===== config.mk =====
export PLATFORM = sky130hd
export DESIGN_NAME = ffca_ram
export DESIGN_NICKNAME = d
export VERILOG_FILES = /design/src/design/ffca_ram.sv
export SDC_FILE = /design/constraint.sdc
export NUM_CORES = 2
export LEC_CHECK = 0
export BUFFER_PORTS_ARGS = -buffer_cell sky130_fd_sc_hd__buf_2
export CORE_MARGIN = 4
export CORE_UTILIZATION = 44
export DETAILED_ROUTE_END_ITERATION = 6
export SLEW_MARGIN = 25
export SYNTH_ARGS = -nofsm -noshare
export SYNTH_HDL_FRONTEND = slang
export SYNTH_MEMORY_MAX_BITS = 65536
export SYNTH_SLANG_ARGS = --single-unit

===== constraint.sdc =====
create_clock -name clk -period 10.9 [get_ports clk]
set_input_delay 1.09 -clock clk [delete_from_list [all_inputs] [get_ports clk]]
set_output_delay 1.09 -clock clk [all_outputs]
set_load 0.005 [all_outputs]

===== src/design/ffca_ram.sv =====
`default_nettype none
module ffca_ram #(
	parameter int WIDTH = 65,
	parameter int DEPTH = 64
) (
	input  wire logic                     clk,
	input  wire logic                     we,
	input  wire logic [$clog2(DEPTH)-1:0] waddr,
	input  wire logic [WIDTH-1:0]         wdata,
	input  wire logic [$clog2(DEPTH)-1:0] raddr,
	output logic      [WIDTH-1:0]         rdata
);

	logic [WIDTH-1:0] mem_q [DEPTH];

	// write port and registered read port
	always_ff @(posedge clk) begin
		if (we) begin
			mem_q[waddr] <= wdata;
		end
		rdata <= mem_q[raddr];
	end

endmodule
`default_nettype wire

==> impl_results.md <==
- Worst VDD drop: 138 µV
- Post-synthesis cell area: 0.158 mm²
- DRC: 0
- Mean post-synth cell area: 24.0 µm²
- Worst hold path class: in -> reg
- Clk slew on worst S/H paths: 0.06 ns
- Top FF cell, synth: edfxtp_1
- Synth-to-Final Area Change: 13.5%
- Power per cell area: 189 mW/mm²
- Post-DR wirelength/cell: 38.4 µm
- Worst EP arrival: 5.04 ns
- Commonest non-fill, non-tap cells in the layout: edfxtp_1, mux4_2, clkbuf_16, a22oi_1, buf_4
- DR pass1 iterations: 5
- Hold depth: 1
- Core area: 0.359 mm²
- Worst endpoint required time: 11.77 ns
- Gpl congestion: 0.784
- CTS Buf Count: 425
- Most common cell after layout, fill and taps aside: edfxtp_1
- Worst Hold End: mem_q[15][49]
- Net count after synthesis: 6,685
- Row count: 220
- Met2 Use GR: 40.0%
- HPWL Detailed: 249,000 µm
- Number of DRC markers after the initial detailed-route iteration: 11,246
- Dpl cells: 11,373
- Port bufs: 143
- CTS Hold Bufs: 0
- Busiest grt layer: met2
- RR Endpoint: rdata[56]
- Outcome: finished, final reports clean
- IO Count: 144
- YS warnings: 0
- Async SR Flop Fraction: 0%
- Clock Latency Late Sink: 1.00 ns
- Die Wd: 608 µm
- P_leak: 55.6 nW
- Initial antenna violation count: 58
- Final TNS setup: 0 ns
- Final total power: 34.0 mW
- CP max FO: 56
- RSZ-0062 raised after global routing: no
- Final Instance Area: 0.180 mm²
- Synth Register Bits: 4,225
- DRT Wirelength: 469,000 µm
- Peak Freq: 240 MHz
- Worst-path cell chain: buf_8 -> buf_4 -> buf_4 -> buf_4 -> mux4_2 -> mux2i_1 -> a211oi_1 -> o211a_1
- Flop-to-flop setup slack: 9.01 ns
- Vias per Instance: 6.43
- Post-synth EDFFs: 4,160
- Delay-heaviest family, CP: buffers and inverters
- Share of layout cells above drive strength 1: 28.3%
- Setup Fix Bufs, Post-CTS: 0
- Max-cap viol count: 0
- Final min period: 4.16 ns
- Tcrit/Tclk final: 38.2%
- DRT antenna net count: 0
- Final Max Slew Viols: 0
- Number of global-route vias before repair: 77,812
- GRT overflow: 0
- Worst path most repeated cell: buf_4
- Final setup vio count: 0
- First-pass GRT wire length: 644,000 µm
- Hold Crit Start: wdata[49]
- GRT Overall Usage: 25.0%
- Seq/Total Area, Yosys: 79.7%
- Hold Vio Cnt, Final: 0
- Worst-Margin Slew: 1.16 ns
- Die height: 608 µm
- Post-CTS sizing: 0
- CP max stage delay: 0.84 ns
- Nets: 7,114
- CTS max path bufs: 4
- Largest net degree at the start of global routing: 120
- Max_slew headroom: 22.7%
- Met1 usage: 35.1%
- Met3 Track Usage GR: 4.74%
- WP buf/inv: 4
- Fin Hold WS: 0.484 ns
- Starting density of the core: 44.1%
- H-tree Lvls: 5
- Placed inst area: 0.166 mm²
- Synth Instances: 6,606
- Crit-path slowest cell: buf_4
- Worst reg2reg path startpoint: mem_q[6][56]
- Layout Skew: 0.0576 ns
- Count of cell types in the netlist: 27
- Cell count of the worst reg-to-reg path: 4
- Startpoint types: input pin
- CTS tree: done
- Total die area: 0.370 mm²
- Clock root cell: clkbuf_16
- Final std cells w/o fill: 12,195
- Clock sinks: 4,225
- Number of fill cells: 27,935
- Crit. End Element: register
- Setup Crit Path Kind: in -> reg
- Vias: 78,373
==> kinds of logic (layout without fill, tap and decap cells) <==
kind of cell / Yosys count / count (layout) / synth area share [%]
buf+inv: 377 / 1162 / 1.20
simple gates: 295 / 295 / 0.911
mux: 1143 / 1143 / 15.4
other cells: 0 / 31 / 0
flops: 4225 / 4225 / 79.7
compound gates: 566 / 566 / 2.72
==> layer usage <==
layer | routed length (µm) | part of all wire [%]
met1 | 179000 | 38
met2 | 226000 | 48
met3 | 47300 | 10
met4 | 15800 | 3.4
met5 | 48 | 0.010
==> synthesized netlist by cell type (18+ instances only) <==
master / number / area share [%]
edfxtp_1: 4160 / 79
mux4_2: 1040 / 15
a22oi_1: 260 / 1.2
buf_2: 186 / 0.59
o22ai_1: 130 / 0.51
clkbuf_1: 120 / 0.28
nand3_1: 115 / 0.36
nor2_1: 112 / 0.27
mux2i_1: 103 / 0.65
a211oi_1: 65 / 0.31
dfxtp_1: 65 / 0.82
o211a_1: 65 / 0.41
o221ai_1: 46 / 0.25
buf_4: 37 / 0.18
nand3b_1: 25 / 0.12
buf_1: 18 / 0.043
==> worst max path at each step <==
stage / from / end / cells after the start
after floorplan: waddr[3] / mem_q[48][0] / 4
after global placement: raddr[1] / rdata[55] / 8
after detailed placement: raddr[1] / rdata[55] / 8
after CTS: raddr[1] / rdata[55] / 8
after global routing: raddr[1] / rdata[55] / 8
final: raddr[1] / rdata[55] / 8
==> layout make-up <==
class	instances	area, µm²	share of cell area [%]
diodes	31	77.6	0.0432
clock buffers	564	11500	6.41
clock inverters	219	2160	1.20
multi-input cells	2004	30800	17.1
flip-flops and latches	4225	126000	70.2
well taps	4773	5970	3.32
repair buffers	379	3040	1.69
==> where the power goes <==
part	total (mW)	switching (mW)	internal, mW
clock network	14.4	6.15	8.23
logic	1.51	0.959	0.550
registers	18.1	0.0837	18.0
==> registers in the layout (all words and copies together) (netlist names) <==
name and count:
rdata 65, mem_q 4160
==> stage by stage <==
stage | setup WS [ns] | utilization [%]
finish | 6.74 | 50.1
global route | 6.62 | 50.1
CTS | 6.79 | 50.0
detailed placement | 5.75 | 46.2
global placement | 5.68 | 46.1
floorplan | 4.30 | -
Power figures use the tool's default switching activity.
